### src/bmp_to_rgba_stream_decoder_defines.svh
// Assertion macros shared by the BMP decoder RTL.
`ifndef BMP_TO_RGBA_STREAM_DECODER_DEFINES_SVH
`define BMP_TO_RGBA_STREAM_DECODER_DEFINES_SVH

// Same-cycle implication, checked on clk_i, disabled while rst_ni is low.
`define BMP_ASSERT_NOW(lbl, ante, cons, msg) \
  lbl: assert property (@(posedge clk_i) disable iff (!rst_ni) (ante) |-> (cons)) \
    else $error(msg);

// Next-cycle implication, checked on clk_i, disabled while rst_ni is low.
`define BMP_ASSERT_NEXT(lbl, ante, cons, msg) \
  lbl: assert property (@(posedge clk_i) disable iff (!rst_ni) (ante) |=> (cons)) \
    else $error(msg);

`endif

### src/bmp_pkg.sv
// Package with constants and controller/datapath types of the BMP decoder.
`default_nettype none
package bmp_pkg;

  localparam int unsigned HdrSize = 54;

  localparam logic [15:0] HDR_LAST    = 16'd53;
  localparam logic [15:0] HDR_SIZE16  = 16'd54;
  localparam logic [15:0] POS_MAGIC_B = 16'd0;
  localparam logic [15:0] POS_MAGIC_M = 16'd1;
  localparam logic [15:0] POS_OFF_LO  = 16'd10;
  localparam logic [15:0] POS_OFF_HI  = 16'd11;
  localparam logic [15:0] POS_WID_LO  = 16'd18;
  localparam logic [15:0] POS_WID_HI  = 16'd19;
  localparam logic [15:0] POS_HGT_LO  = 16'd22;
  localparam logic [15:0] POS_HGT_HI  = 16'd23;
  localparam logic [15:0] POS_DEPTH   = 16'd28;
  localparam logic [15:0] POS_SCAN    = 16'd29;
  localparam logic [15:0] POS_PROD    = 16'd30;
  localparam logic [15:0] POS_NEED    = 16'd31;

  localparam logic [7:0] CHAR_B       = 8'h42;
  localparam logic [7:0] CHAR_M       = 8'h4D;
  localparam logic [7:0] DEPTH_24     = 8'd24;
  localparam logic [7:0] DEPTH_32     = 8'd32;
  localparam logic [7:0] ALPHA_OPAQUE = 8'd255;

  localparam logic [1:0] KIND_PIXEL  = 2'd0;
  localparam logic [1:0] KIND_HEADER = 2'd1;
  localparam logic [1:0] KIND_ERROR  = 2'd2;

  localparam logic [1:0] STAT_OK      = 2'd0;
  localparam logic [1:0] STAT_NOT_BMP = 2'd1;
  localparam logic [1:0] STAT_CORRUPT = 2'd2;
  localparam logic [1:0] STAT_DEPTH   = 2'd3;

  // Commands from the controller to the datapath, valid for one accepted byte.
  typedef struct packed {
    logic        hdr_step;
    logic        pix_init;
    logic        pix_step;
    logic [15:0] pos;
    logic        report;
    logic [1:0]  kind;
    logic [1:0]  status;
  } cmd_t;

  // Status from the datapath to the controller.
  typedef struct packed {
    logic magic_b;
    logic magic_m;
    logic depth_ok;
    logic hdr_short;
    logic off_small;
    logic file_short;
    logic empty_img;
    logic off_is_hdr;
    logic gap_last;
    logic line_end;
    logic last_line;
  } sts_t;

  typedef struct packed {
    logic        valid;
    logic [1:0]  kind;
    logic [1:0]  status;
    logic [7:0]  red;
    logic [7:0]  green;
    logic [7:0]  blue;
    logic [7:0]  alpha;
    logic [15:0] column;
    logic [15:0] row;
    logic [15:0] width;
    logic [15:0] height;
    logic        last;
  } res_t;

endpackage
`default_nettype wire

### src/bmp_if.sv
// Stream interfaces of the BMP decoder: file bytes, results and configuration.
`default_nettype none
interface bmp_byte_if;
  logic       valid;
  logic       ready;
  logic [7:0] data_byte;
  logic       first_byte;
  modport source (output valid, output data_byte, output first_byte, input ready);
  modport sink (input valid, input data_byte, input first_byte, output ready);
endinterface

interface bmp_res_if;
  logic        valid;
  logic        ready;
  logic [1:0]  kind;
  logic [1:0]  status;
  logic [7:0]  red;
  logic [7:0]  green;
  logic [7:0]  blue;
  logic [7:0]  alpha;
  logic [15:0] column;
  logic [15:0] row;
  logic [15:0] width;
  logic [15:0] height;
  logic        last;
  modport source (output valid, output kind, output status, output red, output green,
                  output blue, output alpha, output column, output row, output width,
                  output height, output last, input ready);
  modport sink (input valid, input kind, input status, input red, input green,
                input blue, input alpha, input column, input row, input width,
                input height, input last, output ready);
endinterface

interface bmp_cfg_if;
  logic        valid;
  logic        ready;
  logic [31:0] data;
  modport source (output valid, output data, input ready);
  modport sink (input valid, input data, output ready);
endinterface
`default_nettype wire

### src/bmp_to_rgba_stream_decoder.sv
// Top level of the BMP to RGBA stream decoder with its result register.
`default_nettype none
`include "bmp_to_rgba_stream_decoder_defines.svh"
// The decoder takes one file byte per clock cycle and gives at most one result per
// byte: an error report, a header report with the image size, or an RGBA pixel with
// its column and flipped row. Each byte is handled in the cycle it is accepted by a
// single parse step in the controller and datapath; the scanline product and the
// file size bound are worked out while header bytes 29 to 31 pass, so the header
// check is ready at byte 53. Results go through one output register, and a new byte is
// taken whenever that register is empty or is being emptied in the same cycle, so the
// byte stream stalls only while a result waits. The file length register must be
// written before byte one of a file arrives.
module bmp_to_rgba_stream_decoder (
  input  wire logic clk_i,
  input  wire logic rst_ni,
  bmp_byte_if.sink  byte_i,
  bmp_cfg_if.sink   cfg_i,
  bmp_res_if.source res_o
);
  import bmp_pkg::*;

  cmd_t cmd;
  sts_t sts;
  res_t res;
  logic accept;
  logic out_valid_q, out_valid_d;
  res_t out_q;

  assign cfg_i.ready  = 1'b1;
  assign byte_i.ready = !out_valid_q || res_o.ready;
  assign accept       = byte_i.valid && byte_i.ready;

  bmp_ctrl u_ctrl (
    .clk_i    (clk_i),
    .rst_ni   (rst_ni),
    .accept_i (accept),
    .first_i  (byte_i.first_byte),
    .sts_i    (sts),
    .cmd_o    (cmd)
  );

  bmp_dp u_dp (
    .clk_i       (clk_i),
    .rst_ni      (rst_ni),
    .cfg_we_i    (cfg_i.valid && cfg_i.ready),
    .cfg_data_i  (cfg_i.data),
    .data_byte_i (byte_i.data_byte),
    .cmd_i       (cmd),
    .sts_o       (sts),
    .res_o       (res)
  );

  always_comb begin
    out_valid_d = out_valid_q;
    if (res_o.ready) begin
      out_valid_d = 1'b0;
    end
    if (res.valid) begin
      out_valid_d = 1'b1;
    end
  end

  always_ff @(posedge clk_i or negedge rst_ni) begin
    if (!rst_ni) begin
      out_valid_q <= 1'b0;
    end else begin
      out_valid_q <= out_valid_d;
    end
  end

  always_ff @(posedge clk_i) begin
    if (res.valid) begin
      out_q <= res;
    end
  end

  assign res_o.valid  = out_valid_q;
  assign res_o.kind   = out_q.kind;
  assign res_o.status = out_q.status;
  assign res_o.red    = out_q.red;
  assign res_o.green  = out_q.green;
  assign res_o.blue   = out_q.blue;
  assign res_o.alpha  = out_q.alpha;
  assign res_o.column = out_q.column;
  assign res_o.row    = out_q.row;
  assign res_o.width  = out_q.width;
  assign res_o.height = out_q.height;
  assign res_o.last   = out_q.last;

  `BMP_ASSERT_NOW(a_result_only_on_accept, res.valid, accept, "result without request")
  `BMP_ASSERT_NEXT(a_result_registered, res.valid, res_o.valid, "result was dropped")
  `BMP_ASSERT_NOW(a_size_only_in_header, res_o.valid && res_o.kind != KIND_HEADER,
                  res_o.width == '0 && res_o.height == '0, "size outside header result")
  `BMP_ASSERT_NOW(a_pixel_status_ok, res_o.valid && res_o.kind == KIND_PIXEL,
                  res_o.status == STAT_OK, "pixel result with error status")

endmodule
`default_nettype wire

### src/bmp_ctrl.sv
// Parse controller of the BMP decoder: phase, byte position and commands.
`default_nettype none
module bmp_ctrl (
  input  wire logic         clk_i,
  input  wire logic         rst_ni,
  input  wire logic         accept_i,
  input  wire logic         first_i,
  input  bmp_pkg::sts_t     sts_i,
  output bmp_pkg::cmd_t     cmd_o
);
  import bmp_pkg::*;

  localparam logic [2:0] PH_IDLE   = 3'd0;
  localparam logic [2:0] PH_HEADER = 3'd1;
  localparam logic [2:0] PH_GAP    = 3'd2;
  localparam logic [2:0] PH_PIX    = 3'd3;
  localparam logic [2:0] PH_DONE   = 3'd4;

  logic [2:0]  phase_q, phase_d;
  logic [15:0] pos_q, pos_d;
  logic [2:0]  phase_eff;
  logic [15:0] pos_eff;

  // A first byte restarts the parse at header byte zero.
  assign phase_eff = first_i ? PH_HEADER : phase_q;
  assign pos_eff   = first_i ? '0 : pos_q;

  always_comb begin
    phase_d        = phase_q;
    pos_d          = pos_q;
    cmd_o          = '0;
    cmd_o.pos      = pos_eff;
    if (accept_i) begin
      unique case (phase_eff)
        PH_HEADER: begin
          cmd_o.hdr_step = 1'b1;
          phase_d        = PH_HEADER;
          pos_d          = pos_eff + 16'd1;
          if (pos_eff == POS_MAGIC_B && !sts_i.magic_b) begin
            cmd_o.report = 1'b1;
            cmd_o.kind   = KIND_ERROR;
            cmd_o.status = STAT_NOT_BMP;
          end else if (pos_eff == POS_MAGIC_M && !sts_i.magic_m) begin
            cmd_o.report = 1'b1;
            cmd_o.kind   = KIND_ERROR;
            cmd_o.status = STAT_NOT_BMP;
          end else if (pos_eff == POS_MAGIC_M && sts_i.hdr_short) begin
            cmd_o.report = 1'b1;
            cmd_o.kind   = KIND_ERROR;
            cmd_o.status = STAT_CORRUPT;
          end else if (pos_eff == POS_DEPTH && !sts_i.depth_ok) begin
            cmd_o.report = 1'b1;
            cmd_o.kind   = KIND_ERROR;
            cmd_o.status = STAT_DEPTH;
          end else if (pos_eff == HDR_LAST) begin
            cmd_o.report = 1'b1;
            if (sts_i.off_small || sts_i.file_short) begin
              cmd_o.kind   = KIND_ERROR;
              cmd_o.status = STAT_CORRUPT;
            end else begin
              cmd_o.kind     = KIND_HEADER;
              cmd_o.status   = STAT_OK;
              cmd_o.pix_init = 1'b1;
              priority if (sts_i.empty_img) begin
                phase_d = PH_DONE;
              end else if (sts_i.off_is_hdr) begin
                phase_d = PH_PIX;
              end else begin
                phase_d = PH_GAP;
              end
            end
          end
          if (cmd_o.report && cmd_o.kind == KIND_ERROR) begin
            phase_d = PH_IDLE;
          end
        end
        PH_GAP: begin
          pos_d = pos_q + 16'd1;
          if (sts_i.gap_last) begin
            phase_d = PH_PIX;
          end
        end
        PH_PIX: begin
          cmd_o.pix_step = 1'b1;
          if (sts_i.line_end && sts_i.last_line) begin
            phase_d = PH_DONE;
          end
        end
        default: begin
          phase_d = phase_q;
        end
      endcase
    end
  end

  always_ff @(posedge clk_i or negedge rst_ni) begin
    if (!rst_ni) begin
      phase_q <= PH_IDLE;
      pos_q   <= '0;
    end else begin
      phase_q <= phase_d;
      pos_q   <= pos_d;
    end
  end

endmodule
`default_nettype wire

### src/bmp_dp.sv
// Datapath of the BMP decoder: header fields, size check and pixel assembly.
`default_nettype none
module bmp_dp (
  input  wire logic         clk_i,
  input  wire logic         rst_ni,
  input  wire logic         cfg_we_i,
  input  wire logic [31:0]  cfg_data_i,
  input  wire logic [7:0]   data_byte_i,
  input  bmp_pkg::cmd_t     cmd_i,
  output bmp_pkg::sts_t     sts_o,
  output bmp_pkg::res_t     res_o
);
  import bmp_pkg::*;

  logic [31:0] file_len_q;
  logic [15:0] offset_q;
  logic [15:0] width_q;
  logic [15:0] height_q;
  logic        four_ch_q;
  logic [17:0] scan_q;
  logic [17:0] pxb_q;
  logic [33:0] prod_q;
  logic [34:0] need_q;
  logic [17:0] lbc_q;
  logic [1:0]  sub_q;
  logic [15:0] col_q;
  logic [15:0] row_q;
  logic [23:0] pix_q;

  logic [17:0] wch;
  logic [17:0] scan_c;
  logic        in_px;
  logic        emit;
  logic [1:0]  sub_last;

  // Bytes per line without padding, then rounded up to a multiple of four.
  assign wch    = four_ch_q ? {width_q, 2'b00}
                            : ({1'b0, width_q, 1'b0} + {2'b00, width_q});
  assign scan_c = (wch + 18'd3) & ~18'd3;

  assign sub_last = four_ch_q ? 2'd3 : 2'd2;
  assign in_px    = (lbc_q < pxb_q);
  assign emit     = cmd_i.pix_step && in_px && (sub_q == sub_last);

  always_comb begin
    sts_o            = '0;
    sts_o.magic_b    = (data_byte_i == CHAR_B);
    sts_o.magic_m    = (data_byte_i == CHAR_M);
    sts_o.depth_ok   = (data_byte_i == DEPTH_24) || (data_byte_i == DEPTH_32);
    sts_o.hdr_short  = (file_len_q < HdrSize);
    sts_o.off_small  = (offset_q < HDR_SIZE16);
    sts_o.file_short = ({3'b000, file_len_q} < need_q);
    sts_o.empty_img  = (width_q == '0) || (height_q == '0);
    sts_o.off_is_hdr = (offset_q == HDR_SIZE16);
    sts_o.gap_last   = (({1'b0, cmd_i.pos} + 17'd1) == {1'b0, offset_q});
    sts_o.line_end   = (({1'b0, lbc_q} + 19'd1) == {1'b0, scan_q});
    sts_o.last_line  = (row_q == '0);
  end

  always_comb begin
    res_o = '0;
    if (cmd_i.report) begin
      res_o.valid  = 1'b1;
      res_o.kind   = cmd_i.kind;
      res_o.status = cmd_i.status;
      if (cmd_i.kind == KIND_HEADER) begin
        res_o.width  = width_q;
        res_o.height = height_q;
      end
    end else if (emit) begin
      res_o.valid  = 1'b1;
      res_o.kind   = KIND_PIXEL;
      res_o.status = STAT_OK;
      // In 24-bit files the red byte is the one arriving now.
      res_o.red    = four_ch_q ? pix_q[23:16] : data_byte_i;
      res_o.green  = pix_q[15:8];
      res_o.blue   = pix_q[7:0];
      res_o.alpha  = four_ch_q ? data_byte_i : ALPHA_OPAQUE;
      res_o.column = col_q;
      res_o.row    = row_q;
      res_o.last   = (row_q == '0) && (col_q == width_q - 16'd1);
    end
  end

  always_ff @(posedge clk_i or negedge rst_ni) begin
    if (!rst_ni) begin
      file_len_q <= '0;
    end else if (cfg_we_i) begin
      file_len_q <= cfg_data_i;
    end
  end

  // Header capture; the size check is spread over the bytes after the depth field.
  always_ff @(posedge clk_i) begin
    if (cmd_i.hdr_step) begin
      unique case (cmd_i.pos)
        POS_OFF_LO: offset_q  <= {8'h00, data_byte_i};
        POS_OFF_HI: offset_q  <= {data_byte_i, offset_q[7:0]};
        POS_WID_LO: width_q   <= {8'h00, data_byte_i};
        POS_WID_HI: width_q   <= {data_byte_i, width_q[7:0]};
        POS_HGT_LO: height_q  <= {8'h00, data_byte_i};
        POS_HGT_HI: height_q  <= {data_byte_i, height_q[7:0]};
        POS_DEPTH:  four_ch_q <= (data_byte_i == DEPTH_32);
        POS_SCAN: begin
          scan_q <= scan_c;
          pxb_q  <= wch;
        end
        POS_PROD:   prod_q    <= scan_q * height_q;
        POS_NEED:   need_q    <= {1'b0, prod_q} + {19'd0, offset_q};
        default: begin
        end
      endcase
    end
  end

  always_ff @(posedge clk_i) begin
    if (cmd_i.pix_init) begin
      lbc_q <= '0;
      sub_q <= '0;
      col_q <= '0;
      row_q <= height_q - 16'd1;
    end else if (cmd_i.pix_step) begin
      if (in_px) begin
        unique case (sub_q)
          2'd0:    pix_q[7:0]   <= data_byte_i;
          2'd1:    pix_q[15:8]  <= data_byte_i;
          2'd2:    pix_q[23:16] <= data_byte_i;
          default: pix_q        <= pix_q;
        endcase
      end
      if (sts_o.line_end) begin
        lbc_q <= '0;
        sub_q <= '0;
        col_q <= '0;
        row_q <= row_q - 16'd1;
      end else begin
        lbc_q <= lbc_q + 18'd1;
        if (emit) begin
          sub_q <= '0;
          col_q <= col_q + 16'd1;
        end else if (in_px) begin
          sub_q <= sub_q + 2'd1;
        end
      end
    end
  end

endmodule
`default_nettype wire
### src/flat_wrapper.sv
// flat-port wrapper written by rule: the top's interface ports become plain ports
module bmp_to_rgba_stream_decoder_flat import bmp_pkg::*;
  (clk_i, rst_ni, byte_i_valid, byte_i_data_byte, byte_i_first_byte, byte_i_ready, cfg_i_valid, cfg_i_data, cfg_i_ready, res_o_valid, res_o_kind, res_o_status, res_o_red, res_o_green, res_o_blue, res_o_alpha, res_o_column, res_o_row, res_o_width, res_o_height, res_o_last, res_o_ready);
  bmp_byte_if byte_i_i ();
  bmp_cfg_if cfg_i_i ();
  bmp_res_if res_o_i ();
  input  wire logic clk_i;
  input  wire logic rst_ni;
  input wire logic [$bits(byte_i_i.valid)-1:0] byte_i_valid;
  input wire logic [$bits(byte_i_i.data_byte)-1:0] byte_i_data_byte;
  input wire logic [$bits(byte_i_i.first_byte)-1:0] byte_i_first_byte;
  output wire logic [$bits(byte_i_i.ready)-1:0] byte_i_ready;
  input wire logic [$bits(cfg_i_i.valid)-1:0] cfg_i_valid;
  input wire logic [$bits(cfg_i_i.data)-1:0] cfg_i_data;
  output wire logic [$bits(cfg_i_i.ready)-1:0] cfg_i_ready;
  output wire logic [$bits(res_o_i.valid)-1:0] res_o_valid;
  output wire logic [$bits(res_o_i.kind)-1:0] res_o_kind;
  output wire logic [$bits(res_o_i.status)-1:0] res_o_status;
  output wire logic [$bits(res_o_i.red)-1:0] res_o_red;
  output wire logic [$bits(res_o_i.green)-1:0] res_o_green;
  output wire logic [$bits(res_o_i.blue)-1:0] res_o_blue;
  output wire logic [$bits(res_o_i.alpha)-1:0] res_o_alpha;
  output wire logic [$bits(res_o_i.column)-1:0] res_o_column;
  output wire logic [$bits(res_o_i.row)-1:0] res_o_row;
  output wire logic [$bits(res_o_i.width)-1:0] res_o_width;
  output wire logic [$bits(res_o_i.height)-1:0] res_o_height;
  output wire logic [$bits(res_o_i.last)-1:0] res_o_last;
  input wire logic [$bits(res_o_i.ready)-1:0] res_o_ready;
  assign byte_i_i.valid = byte_i_valid;
  assign byte_i_i.data_byte = byte_i_data_byte;
  assign byte_i_i.first_byte = byte_i_first_byte;
  assign byte_i_ready = byte_i_i.ready;
  assign cfg_i_i.valid = cfg_i_valid;
  assign cfg_i_i.data = cfg_i_data;
  assign cfg_i_ready = cfg_i_i.ready;
  assign res_o_valid = res_o_i.valid;
  assign res_o_kind = res_o_i.kind;
  assign res_o_status = res_o_i.status;
  assign res_o_red = res_o_i.red;
  assign res_o_green = res_o_i.green;
  assign res_o_blue = res_o_i.blue;
  assign res_o_alpha = res_o_i.alpha;
  assign res_o_column = res_o_i.column;
  assign res_o_row = res_o_i.row;
  assign res_o_width = res_o_i.width;
  assign res_o_height = res_o_i.height;
  assign res_o_last = res_o_i.last;
  assign res_o_i.ready = res_o_ready;
  bmp_to_rgba_stream_decoder u_core (.clk_i(clk_i), .rst_ni(rst_ni), .byte_i(byte_i_i), .cfg_i(cfg_i_i), .res_o(res_o_i));
endmodule
### config.mk
export PLATFORM = sky130hd
export DESIGN_NAME = bmp_to_rgba_stream_decoder_flat
export DESIGN_NICKNAME = d
export VERILOG_FILES = /design/src/bmp_pkg.sv /design/src/bmp_if.sv /design/src/bmp_to_rgba_stream_decoder.sv /design/src/bmp_ctrl.sv /design/src/bmp_dp.sv /design/src/flat_wrapper.sv
export VERILOG_INCLUDE_DIRS = /design/src /design/src/src
export SDC_FILE = /design/constraint.sdc
export NUM_CORES = 1
export LEC_CHECK = 0
export BUFFER_PORTS_ARGS = -buffer_cell sky130_fd_sc_hd__buf_2
export CORE_MARGIN = 3
export CORE_UTILIZATION = 35
export DETAILED_ROUTE_END_ITERATION = 10
export PLACE_DENSITY = 0.56
export SLEW_MARGIN = 30
export SYNTH_ARGS = -nofsm -noshare
export SYNTH_HDL_FRONTEND = slang
export SYNTH_SLANG_ARGS = --single-unit
### constraint.sdc
create_clock -name clk_i -period 12.1 [get_ports clk_i]
set_clock_uncertainty 0.05 [all_clocks]
set_input_delay 2.42 -clock clk_i [delete_from_list [all_inputs] [get_ports clk_i]]
set_output_delay 2.42 -clock clk_i [all_outputs]
set_load 0.01 [all_outputs]
== Word-level counts from Yosys, hierarchy flattened ==
Cells that the tools add are included.
Storage, ports and cells
  ROM bits: 0
  logic and storage cells: 193
  RAM bits: 0
  register bits after elaboration: 379
  memories: 0
  bits in latches: 0
Operators by class
  shift-type cells: 0
  multiplexer cells: 54
  $mul: 1
  reductions and logical operators: 53
  divide/modulo/power cells: 0
  equality and inequality tests: 30
  magnitude comparators: 4
  bitwise gates (word level): 5
  add/sub/neg operators: 13
Operators with widths (number)
  == test 16 x 5 -> 1 bit (second input constant): 8
  case mux 16 bit (2 select lines): 4
  two-way mux 16 bit: 6
  two-way mux 69 bit: 1
  logical NOT 16 bit: 4
  two-way mux 5 bit: 10
  adder 16 x 1 -> 16 bit (second input constant): 3
  subtractor 16 x 1 -> 16 bit (second input constant): 3
  two-way mux 18 bit: 2
  two-way mux 3 bit: 12
  adder 34 x 16 -> 35 bit: 1
  < comparator 32 x 35 -> 1 bit: 1
  == test 16 x 4 -> 1 bit (second input constant): 2
  == test 16 x 6 -> 1 bit (second input constant): 2
  < comparator 32 x 6 -> 1 bit (second input constant): 1
  multiplier 16 x 16 -> 32 bit: 1
  AND reduction 2 bit: 12
  adder 18 x 1 -> 19 bit (second input constant): 1
  == test 19 x 18 -> 1 bit: 1
  adder 17 x 16 -> 18 bit: 1
  adder 18 x 1 -> 18 bit (second input constant): 1
  adder 18 x 2 -> 18 bit (second input constant): 1
  < comparator 18 bit: 1
  adder 16 x 1 -> 17 bit (second input constant): 1
  other kinds (30): 80

== Longest topological paths before layout ==
Gate-level depths: netlist of run 1.
  depth after elaboration: 15
  mapped depth: 25
  depth with buffers taken out: 23

== By module ==
A second synthesis of run 1 with hierarchy kept.
Second synthesis, totals
  cells, all modules: 2877
  area total of the unflattened synthesis: 29193.0 um^2
Modules (own cells, without submodules)
  bmp_dp: cells an instance 2586, area an instance 24598.6 um^2, times used 1
  bmp_to_rgba_stream_decoder: cells an instance 107, area an instance 3098.0 um^2, times used 1
  bmp_ctrl: cells an instance 184, area an instance 1496.4 um^2, times used 1

== Worst setup path before layout of run 1 ==
OpenSTA, ideal clock, no wires.
  path kind: input -> register
  start: input byte_i_first_byte
  end: register u_core.out_q (netlist bit u_core.res_o.alpha[0]), enable pin
  path buffers: 2
  setup slack: 0.408 ns
  library setup time: 0.701 ns
  arrival: 10.941 ns
  stages: 8
  cell sequence: clkbuf_1 buf_2 nor4bb_1 nand2_1 o32a_1 nand2_1 nor2_1 o21ai_0
Between the ends
  word-level cells in the longest chain between the ends: 12
  elaborated cells on any way between the ends: 27
RTL lines
  start: declaration: RTL line flat_wrapper.sv:11  | input wire logic [$bits(byte_i_i.first_byte)-1:0] byte_i_first_byte;
  two-way mux 16 bit: RTL line bmp_ctrl.sv:26  | assign pos_eff = first_i ? '0 : pos_q;
  == test 16 x 6 -> 1 bit or == test 16 x 5 -> 1 bit (tied branches): RTL line bmp_ctrl.sv:55, bmp_ctrl.sv:51
  two-way mux 5 bit or logical AND 1 bit (tied branches): RTL line bmp_ctrl.sv:55, bmp_ctrl.sv:51
  two-way mux 5 bit: RTL line bmp_ctrl.sv:51  | end else if (pos_eff == POS_DEPTH && !sts_i.depth_ok) begin
  two-way mux 5 bit: RTL line bmp_ctrl.sv:47  | end else if (pos_eff == POS_MAGIC_M && sts_i.hdr_short) begin
  two-way mux 5 bit: RTL line bmp_ctrl.sv:43  | end else if (pos_eff == POS_MAGIC_M && !sts_i.magic_m) begin
  two-way mux 5 bit: RTL line bmp_ctrl.sv:39  | if (pos_eff == POS_MAGIC_B && !sts_i.magic_b) begin
  two-way mux 5 bit: RTL line bmp_ctrl.sv:34  | unique case (phase_eff)
  two-way mux 5 bit: RTL line bmp_ctrl.sv:33  | if (accept_i) begin
  two-way mux 5 bit: RTL line bmp_ctrl.sv:34
  two-way mux 5 bit: RTL line bmp_ctrl.sv:33
  two-way mux 5 bit *: RTL line bmp_dp.sv:62  | if (cmd_i.report) begin
  end signal: assignment: RTL line bmp_to_rgba_stream_decoder.sv:73  | out_q <= res;
  end: declaration: RTL line bmp_to_rgba_stream_decoder.sv:27  | res_t out_q;
Mark *: on every way between the ends. The rest lies on a longest branch, timed or not. The select of a mux whose other input is x is not followed.
A chain may end at the register's enable or synchronous reset.

== Worst setup path in the final report of run 1 ==
  start: register u_core.u_dp.height_q[9]
  end: register u_core.u_dp.prod_q[33], data pin
Between the ends
  word-level cells in the longest chain between the ends: 1
RTL lines
  start: declaration: RTL line bmp_dp.sv:18  | logic [15:0] height_q;
  start signal: assignment: RTL line bmp_dp.sv:101  | POS_HGT_LO: height_q <= {8'h00, data_byte_i};
  start signal: assignment: RTL line bmp_dp.sv:102  | POS_HGT_HI: height_q <= {data_byte_i, height_q[7:0]};
  multiplier 16 x 16 -> 32 bit: RTL line bmp_dp.sv:108  | POS_PROD: prod_q <= scan_q * height_q;
  end signal: assignment: RTL line bmp_dp.sv:108
  end: declaration: RTL line bmp_dp.sv:22  | logic [33:0] prod_q;
No other way between the ends.

==> impl_metrics.ini, run 1 <==
[finish]
instances_no_fill = 3998
syn2layout_area_growth_pct = 11.5
seqCellArea_sq_um = 10800
layout.cells.most_common_list = 330 x inv_1, 291 x edfxtp_1, 264 x nand2_1
nFillCells = 7985
fin_nets = 3354
antenna_cells = 0
multiInputGateArea_sq_um = 16300
layout_commonest_cell = inv_1
drive_above_1_share_pct = 10.3

[drt]
vias_per_cell = 5.04
drc = 0
drt_iter0_drc = 1141
final_antenna_net_count = 0
wl_um = 73400
wire_per_inst_um = 18.4
dr.pass1.iters = 5
vias = 20200

[sta]
slew_headroom_pct = 39.9
grt_setup_unrepaired = false
fmax_ghz = 0.140
timing.final.crit_share_pct = 59.2
worst_pin_slew_ps = 901
setup_viol = 0
period_needed_ps = 7160
slew_viol_final = 0
tns_ps = 0
hold_viol_final = 0

[grt]
antenna_found_initial = 0
grt_pass1_vias = 20200
grt-ovfl-total = 0
track_usage_pct = 17.3
grt_pass1_wl_um = 117000
grt_start_max_net_pins = 67

[clock_network]
cts_buffers = 45
cts-htree-levels = 2
cts-resized-gates = 0
cts_root_buf = clkbuf_16
clk_path_buf_depth = 3
cts_setup_buffers = 0
cts_tree = yes
worstSkewPairLatency_ps = 590
clk_pin_slew_ps = 60
clock-sinks = 379
postCtsHoldBufs = 0

[floorplanning]
coreArea_sq_um = 80900
row_count = 104
die_h_um = 293
die_width_um = 293
start_util_pct = 35.5
design.die.area_sq_um = 85700
pin_count = 150

[critical_path]
worst-path-max-fanout = 21
required_ps = 12370
crit_type = reg -> reg
worstRegToRegCells = 22
cp.arrival_ps = 7430
cp-start-kind = flop
endpoint_kind = flop

[worst_hold_path]
min_path_type = reg -> reg
holdPathStages = 1

[run_status]
status = finished, final reports clean

[synth]
synth_area_sq_um = 28800
synth_edf_count = 291
ys_top_cells_by_area = edfxtp_1 30%, fa_1 14%, ha_1 9.2%
synth.avg_cell_area_sq_um = 10.2
synth_warnings = 0
synth_cell_types = 95
ys_ff_latch = 379
ys_seq_area_share_pct = 37.4
synthFlopType = edfxtp_1
synth_top_cell_by_area = edfxtp_1
syn-num-nets = 3263
synthCells = 2810
synth_top_area_share_pct = 30.4
ys_async_sr_fraction_pct = 13.7

[place]
routabilityCongestion = 0.868
dp_hpwl_um = 54700
numPortBuffers = 148
placed_cells = 3914

[power_and_ir_drop]
p_leak_uw = 0.0137
ir_worst_vdd_mv = 0.0941
power.total_uw = 3220
p_per_area_nw_per_um2 = 100

[flow_run]
drv_cap = 0
==> area by class of cell <==
| class | instances | share of cell area, % |
|---|---|---|
| Clock inverter | 27 | 1.07 |
| Inverter | 335 | 3.92 |
| Multi-Input combinational cell | 1970 | 50.7 |
| Sequential cell | 379 | 33.6 |
| Timing Repair Buffer | 170 | 2.83 |
| Clock buffer | 57 | 3.78 |
| Tap cell | 1060 | 4.14 |
==> cells by family (layout without fill, tap and decap cells) <==
logic type / count (synthesis) / count (layout) / synth area share, %
xor gates and xnor gates: 189 / 189 / 5.81
adders and majority gates: 407 / 407 / 22.8
muxes: 61 / 61 / 2.27
and+or+nand+nor: 948 / 948 / 17.2
other: 1 / 1 / 0.0130
AOI/OAI and AO/OA: 364 / 364 / 8.27
buffers and inverters: 461 / 589 / 6.25
DFF: 379 / 379 / 37.4
==> where the power goes <==
| part | switching (uW) | internal [uW] | total [uW] | leakage, uW |
|---|---|---|---|---|
| clock network | 576 | 844 | 1420 | 0.000742 |
| logic | 186 | 94.6 | 280 | 0.00933 |
| registers | 43.7 | 1480 | 1520 | 0.00368 |
| total | 806 | 2410 | 3220 | 0.0137 |
==> path summary, 6_finish.rpt <==
path / startpoint / end / slack [ps]
setup / recovery: u_core.u_dp.height_q[9] / u_core.u_dp.prod_q[33] / 4940
hold / removal: u_core.u_dp.file_len_q[0] / u_core.u_dp.file_len_q[0] / 460
setup reg to reg: u_core.u_dp.height_q[9] / u_core.u_dp.prod_q[33] / 4940
hold reg to reg: u_core.u_dp.file_len_q[0] / u_core.u_dp.file_len_q[0] / 460
max in group asynchronous: rst_ni / u_core.u_ctrl.pos_q[1] / 9580
min in group asynchronous: rst_ni / u_core.u_dp.file_len_q[10] / 1920
==> stage by stage <==
| stage | hold slack (ps) | instance area, sq um | utilization [%] | worst slack (ps) |
|---|---|---|---|---|
| 2_1_floorplan | 422 | 28800 | - | 408 |
| 3_3_place_gp | 449 | 30500 | 37.7 | 4760 |
| 3_5_place_dp | 452 | 30500 | 37.7 | 4690 |
| 4_1_cts | 469 | 32100 | 39.6 | 4970 |
| 5_1_grt | 483 | 32100 | 39.6 | 4510 |
| 6_report | 462 | 32100 | 39.6 | 4940 |
==> synthesized netlist by cell type, types with 22 or more instances <==
cell and n:
mux2_2 33, nor3_1 66, o21ai_0 62, a21o_1 38
edfxtp_1 291, mux2i_1 27, dfrtp_1 52, ha_1 211
fa_1 196, clkbuf_1 86, nand2b_1 27, nor4_1 23
xor2_1 64, inv_1 330, and2_1 195, nand3_1 42
a21oi_1 110, xnor2_1 124, and3_1 22, nand4_1 31
dfxtp_1 36, nor2_1 159, a31oi_1 24, nand2_1 264
==> metal layers <==
metal  GRT usage (%)  wire (um)  vias to the layer above  share of wire [%]
met5               0          0                        -                  0
li1                -          -                     9716                  -
met3            2.87       3830                       84                5.2
met2            28.6      34300                      424                 47
met4            4.81       1990                        0                2.7
met1            23.4      33300                     9944                 45
==> registers in the layout, summed over array words and instances, names as in the netlist, 8 cells and up <==
signal	count
u_core.u_dp.prod_q	32
u_core.res_o.red	8
u_core.u_dp.col_q	16
u_core.u_ctrl.pos_q	16
u_core.u_dp.scan_q	16
u_core.res_o.row	16
u_core.u_dp.width_q	16
u_core.res_o.alpha	8
u_core.u_dp.row_q	16
u_core.res_o.column	16
u_core.u_dp.need_q	35
u_core.res_o.blue	8
u_core.u_dp.file_len_q	32
u_core.res_o.width	16
u_core.u_dp.height_q	16
u_core.res_o.height	16
u_core.u_dp.pxb_q	18
u_core.u_dp.pix_q	24
u_core.res_o.green	8
u_core.u_dp.offset_q	16
u_core.u_dp.lbc_q	18
==> critical path, cell delays in order, from the launching register on <==
cell,delay (ps)
edfxtp_1,910
nand2_1,170
fa_1,570
inv_1,50
fa_1,500
inv_1,50
fa_1,470
inv_1,60
fa_1,500
fa_1,540
inv_1,50
fa_1,520
inv_1,40
ha_1,350
and4_1,280
a211o_1,310
a211oi_1,300
nor3b_1,90
a21oi_1,260
a21oi_1,180
a211oi_1,370
a21oi_1,140
xnor2_1,140
(Power assumes the default switching activity.)
==> run 2, diff against run 1 <==
==> constraint.sdc (replaced) <==
create_clock -name clk_i -period 7.29 [get_ports clk_i]
set_clock_uncertainty 0.05 [all_clocks]
set_input_delay 1.458 -clock clk_i [delete_from_list [all_inputs] [get_ports clk_i]]
set_output_delay 1.458 -clock clk_i [all_outputs]
set_load 0.01 [all_outputs]
==> run 2 against run 1 <==
Combinational power grew 66%. Cell count grew 1.1%. Via count grew 1.3%. Worst hold slack gained 4.0 ps. Critical path depth is the same. Sequential share of layout area shrank 0.36 points. Utilization grew 0.43 points. Register-to-register slack lost 4700 ps. Clock-buffer cell count grew 2. Global-route usage grew 0.47 points. Cell area grew 1.1%. Die area is the same. Critical endpoint unchanged. Largest cell class unchanged.
==> impl_metrics.ini, run 2 (synthesis gave the netlist of run 1 again) <==
[floorplanning]
die_h_um = 293
coreArea_sq_um = 80900
start_util_pct = 35.5
die_width_um = 293
design.die.area_sq_um = 85700
row_count = 104
pin_count = 150

[drt]
wire_per_inst_um = 18.5
vias_per_cell = 5.05
wl_um = 74900
final_antenna_net_count = 0
drt_iter0_drc = 1543
drc = 0
dr.pass1.iters = 7
vias = 20400

[power_and_ir_drop]
swShare_pct = 25.5
clockPowerShare_pct = 43.7
pwr-share-comb_pct = 8.7
p_leak_uw = 0.0140
power.total_uw = 5300
switchingPower_uw = 1350
pwr-share-seq_pct = 47.6
ir_worst_vdd_mv = 0.217
p_per_area_nw_per_um2 = 164
internal_power_uw = 3950

[sta]
setup_viol = 0
fmax_ghz = 0.143
timing.final.crit_share_pct = 96.2
slew_viol_final = 0
period_needed_ps = 7010
slew_headroom_pct = 28.5
grt_setup_unrepaired = false
worst_pin_slew_ps = 1060
tns_ps = 0
hold_viol_final = 0

[finish]
largest_reg_flops = 35
drive_above_1_share_pct = 11.9
syn2layout_area_growth_pct = 12.7
fin_nets = 3400
layout_commonest_cell = inv_1
antenna_cells = 0
layout.cells.most_common_list = 330 x inv_1, 291 x edfxtp_1, 264 x nand2_1
top_register = u_core.u_dp.need_q
largest_registers = u_core.u_dp.need_q: 35 flops, u_core.u_dp.file_len_q: 32 flops, u_core.u_dp.prod_q: 32 flops

[clock_network]
cts_tree = yes
worstSkewPairLatency_ps = 610
cts_root_buf = clkbuf_16
cts_buffers = 45
clk_pin_slew_ps = 60
clk_path_buf_depth = 3
cts-htree-levels = 2
clock-sinks = 379

[critical_path]
endpoint_kind = flop
required_ps = 7570
cp.arrival_ps = 7290
crit_family = adder cells
cp-start-kind = flop
crit_type = reg -> reg
max_stage_delay_ps = 580
slowest_stage = edfxtp_1
cp_common_cell = fa_1
critPathBufInv = 5
crit_chain = buf_4 -> and2_1 -> fa_1 -> inv_1 -> fa_1 -> fa_1 -> fa_1 -> inv_1 -> fa_1 -> inv_1 -> fa_1 -> inv_1 -> ha_1 -> and4_1 -> a211o_1 -> a211oi_1 -> nor3b_1 -> a21oi_1 -> a21oi_1 -> a211oi_1 -> a21oi_1 -> xnor2_1
worst-path-max-fanout = 12

[grt]
grtUsageMet3_pct = 2.39
grt_pass1_vias = 20500
use_met1_pct = 24.5
use_met2_pct = 29.0
busiest_layer = met2
grt_pass1_wl_um = 120000
grt-ovfl-total = 0
grt_start_max_net_pins = 86
track_usage_pct = 17.7
antenna_found_initial = 1

[place]
numPortBuffers = 148
dp_hpwl_um = 56900
routabilityCongestion = 0.847

[run_status]
status = finished, final reports clean

[worst_hold_path]
min_path_type = reg -> reg

[flow_run]
drv_cap = 0
## run 2: layer usage
layer  share of wire (%)  routed length [um]  up-vias
li1                    -                   -     9805
met1                  46               34200    10100
met2                  46               34800      426
met3                 4.7                3530      122
met4                 3.1                2310        2
met5               0.017                  13        -
## run 2: power by group through the flow
| stage | sequential [uW] | combinational (uW) | clock, uW |
|---|---|---|---|
| 2_1_floorplan | 2580 | 242 | 0 |
| 3_3_place_gp | 2570 | 462 | 0 |
| 3_5_place_dp | 2570 | 467 | 0 |
| 4_1_cts | 2530 | 469 | 2390 |
| 5_1_grt | 2530 | 511 | 2480 |
| 6_report | 2520 | 464 | 2320 |
## run 2: cell type report
type                            count  area [sq um]
Clock buffer                       59          1220
Multi-Input combinational cell   1970         16300
Timing Repair Buffer              216          1280
Tap cell                         1060          1330
Fill cell                        7930         48500
Inverter                          335          1260
Clock inverter                     24           300
Sequential cell                   379         10800
## run 2: timing repair
action / in CTS / in global routing
hold buffers: 0 / 0
endpoints found under the hold margin: 0 / 0
endpoints found under the setup margin: 0 / 2
buffers inserted: 0 / 17
gates resized for setup: 0 / 1
## run 2: worst paths after layout
| check | slack, ps | endpoint | depth (start not counted) | from |
|---|---|---|---|---|
| setup reg to reg | 280 | u_core.u_dp.prod_q[33] | 22 | u_core.u_dp.height_q[5] |
| min in group asynchronous | 970 | u_core.u_dp.file_len_q[16] | 2 | rst_ni |
| hold / removal | 470 | u_core.u_dp.file_len_q[0] | 1 | u_core.u_dp.file_len_q[0] |
| hold reg to reg | 470 | u_core.u_dp.file_len_q[0] | 1 | u_core.u_dp.file_len_q[0] |
| setup / recovery | 280 | u_core.u_dp.prod_q[33] | 22 | u_core.u_dp.height_q[5] |
| max in group asynchronous | 5740 | u_core.u_ctrl.pos_q[12] | 2 | rst_ni |
## run 2: per-stage QoR
| step | setup WS [ps] | utilization [%] | cells | hold slack, ps | area (sq um) |
|---|---|---|---|---|---|
| 6_report | 277 | 40.0 | 4043 | 466 | 32400 |
| 5_1_grt | 9.62 | 40.0 | 4043 | 483 | 32400 |
| 3_5_place_dp | 301 | 38.0 | 3943 | 454 | 30700 |
| 2_1_floorplan | 746 | - | 2810 | 422 | 28800 |
| 3_3_place_gp | 486 | 38.0 | 3943 | 452 | 30700 |
| 4_1_cts | 278 | 39.9 | 4026 | 469 | 32300 |
==> run 3, diff against run 2 <==
--- a/config.mk
+++ b/config.mk
@@ -6,7 +6,7 @@
 export SDC_FILE = /design/constraint.sdc
 export NUM_CORES = 1
 export LEC_CHECK = 0
-export BUFFER_PORTS_ARGS = -buffer_cell sky130_fd_sc_hd__buf_2
+export BUFFER_PORTS_ARGS = -buffer_cell sky130_fd_sc_hd__buf_4
 export CORE_MARGIN = 3
 export CORE_UTILIZATION = 35
 export DETAILED_ROUTE_END_ITERATION = 10
==> constraint.sdc (replaced) <==
create_clock -name clk_i -period 7.3 [get_ports clk_i]
set_clock_uncertainty 0.05 [all_clocks]
set_input_delay 1.46 -clock clk_i [delete_from_list [all_inputs] [get_ports clk_i]]
set_output_delay 1.46 -clock clk_i [all_outputs]
set_load 0.01 [all_outputs]
==> run 3 against run 2 <==
Sequential share of layout area is 0.15 points lower. Via count is 0.25% lower. Cell count is 0.35% lower.
==> impl_metrics.ini, run 3 (synthesis gave the netlist of run 1 again) <==
[finish]
fin_nets = 3386
largest_registers = u_core.u_dp.need_q: 35 flops, u_core.u_dp.file_len_q: 32 flops, u_core.u_dp.prod_q: 32 flops
layout.cells.most_common_list = 330 x inv_1, 291 x edfxtp_1, 264 x nand2_1
instances_no_fill = 4029
syn2layout_area_growth_pct = 13.2
top_register = u_core.u_dp.need_q
layout_commonest_cell = inv_1
largest_reg_flops = 35
drive_above_1_share_pct = 11.0

[power_and_ir_drop]
pwr-share-comb_pct = 9.7
switchingPower_uw = 1330
p_leak_uw = 0.0140
internal_power_uw = 3880
ir_worst_vdd_mv = 0.163
clockPowerShare_pct = 41.9
p_per_area_nw_per_um2 = 160
swShare_pct = 25.6
pwr-share-seq_pct = 48.4

[drt]
dr.pass1.iters = 7
wl_um = 74700
wire_per_inst_um = 18.5
final_antenna_net_count = 0
drc = 0
vias = 20400
vias_per_cell = 5.06
drt_iter0_drc = 1410

[grt]
grt_pass1_vias = 20600
antenna_found_initial = 0
grt_pass1_wl_um = 119000
grt-ovfl-total = 0
grt_start_max_net_pins = 80
track_usage_pct = 17.6

[place]
placed_cells = 3945
routabilityCongestion = 0.853
numPortBuffers = 148
dp_hpwl_um = 56600

[critical_path]
required_ps = 7580
max_stage_delay_ps = 550
critPathBufInv = 6
r2r_end = u_core.u_dp.prod_q[33]
crit_family = adder cells
cp_common_cell = fa_1
rrSetupSlack_ps = 430
worst-path-max-fanout = 10
slowest_stage = fa_1
crit_chain = buf_4 -> nand2_1 -> fa_1 -> inv_1 -> fa_1 -> inv_1 -> fa_1 -> inv_1 -> fa_1 -> fa_1 -> inv_1 -> fa_1 -> inv_1 -> ha_1 -> and4_1 -> a211o_1 -> a211oi_1 -> nor3b_1 -> a21oi_1 -> a21oi_1 -> a211oi_1 -> a21oi_1 -> xnor2_1
cp.arrival_ps = 7150
crit_type = reg -> reg
endpoint_kind = flop
cp-startpoint = u_core.u_dp.scan_q[9]
r2r-start = u_core.u_dp.scan_q[9]
worstRegToRegCells = 23
cp-start-kind = flop
crit_cells = 23

[sta]
whs_ps = 468
slew_viol_final = 0
fmax_ghz = 0.146
grt_setup_unrepaired = false
setup_viol = 0
hold_viol_final = 0
tns_ps = 0
period_needed_ps = 6870
slew_headroom_pct = 33.9
timing.final.crit_share_pct = 94.0
worst_pin_slew_ps = 978

[worst_hold_path]
holdPathStages = 1
holdPathEnd = u_core.res_o.blue[5]
hold_start = u_core.u_dp.pix_q[5]
min_path_type = reg -> reg

[clock_network]
cts-htree-levels = 2
cts_tree = yes
postCtsHoldBufs = 0
cts-resized-gates = 0
clock-sinks = 379
clk_pin_slew_ps = 60
cts_root_buf = clkbuf_16
worstSkewPairLatency_ps = 620
cts_buffers = 46
clk_path_buf_depth = 3
cts_setup_buffers = 0

[floorplanning]
row_count = 104
pin_count = 150
design.die.area_sq_um = 85700
start_util_pct = 35.5
die_h_um = 293
die_width_um = 293
coreArea_sq_um = 80900

[run_status]
status = finished, final reports clean

[flow_run]
drv_cap = 0
==> run 3: cell count changes in the layout (fill, tap and decap cells not counted), moves of 2 or more <==
cell / before / now
buf_4: 65 / 200
inv_6: 2 / 0
clkinv_2: 9 / 4
clkbuf_8: 4 / 2
buf_2: 148 / 0
bufinv_16: 4 / 1
clkbuf_1: 10 / 15
clkinv_1: 7 / 11
==> run 3: area by class of cell <==
class	count	area [sq um]
well taps	1060	1330
flip-flops and latches	379	10800
repair buffers	201	1520
fillers	7932	48400
clock inverters	20	209
diodes	1	2.50
multi-input cells	1970	16200
clock buffers	63	1230
inverters	335	1260
==> run 3: power groups by stage <==
| stage | clock, uW | sequential (uW) | combinational, uW |
|---|---|---|---|
| finish | 2190 | 2520 | 507 |
| global route | 2340 | 2540 | 553 |
| CTS | 2260 | 2520 | 512 |
| detailed placement | 0 | 2570 | 511 |
| global placement | 0 | 2570 | 507 |
| floorplan | 0 | 2580 | 242 |
==> run 3: per-layer routing <==
layer	wire, um	up-vias	global-route usage, %
met3	3880	87	2.30
met1	34000	10000	24.6
met4	2040	0	5.05
met2	34900	496	28.8
met5	0	-	0
li1	-	9764	-
==> run 3: worst reg2reg max path, cell delays in order, from the launching register on <==
cell and delay (ps):
edfxtp_1 530, buf_4 260, nand2_1 90, fa_1 500
inv_1 60, fa_1 500, inv_1 50, fa_1 470
inv_1 60, fa_1 520, fa_1 550, inv_1 50
fa_1 520, inv_1 40, ha_1 360, and4_1 280
a211o_1 310, a211oi_1 340, nor3b_1 90, a21oi_1 190
a21oi_1 160, a211oi_1 360, a21oi_1 140, xnor2_1 150
==> run 3: per-stage QoR <==
step | util, % | power [uW] | setup slack (ps) | instance area, sq um
finish | 40.2 | 5220 | 435 | 32600
global route | 40.2 | 5430 | 17.2 | 32600
CTS | 40.2 | 5300 | 434 | 32600
detailed placement | 38.4 | 3080 | 483 | 31100
global placement | 38.4 | 3080 | 585 | 31100
floorplan | - | 2820 | 756 | 28800
==> run 3: worst max path at each step <==
stage                                  end  slack [ps]
CTS                 u_core.u_dp.prod_q[32]         430
detailed placement  u_core.u_dp.prod_q[33]         480
finish              u_core.u_dp.prod_q[33]         430
floorplan           u_core.u_dp.prod_q[33]         760
global placement    u_core.u_dp.prod_q[32]         590
global route        u_core.u_dp.prod_q[32]          20
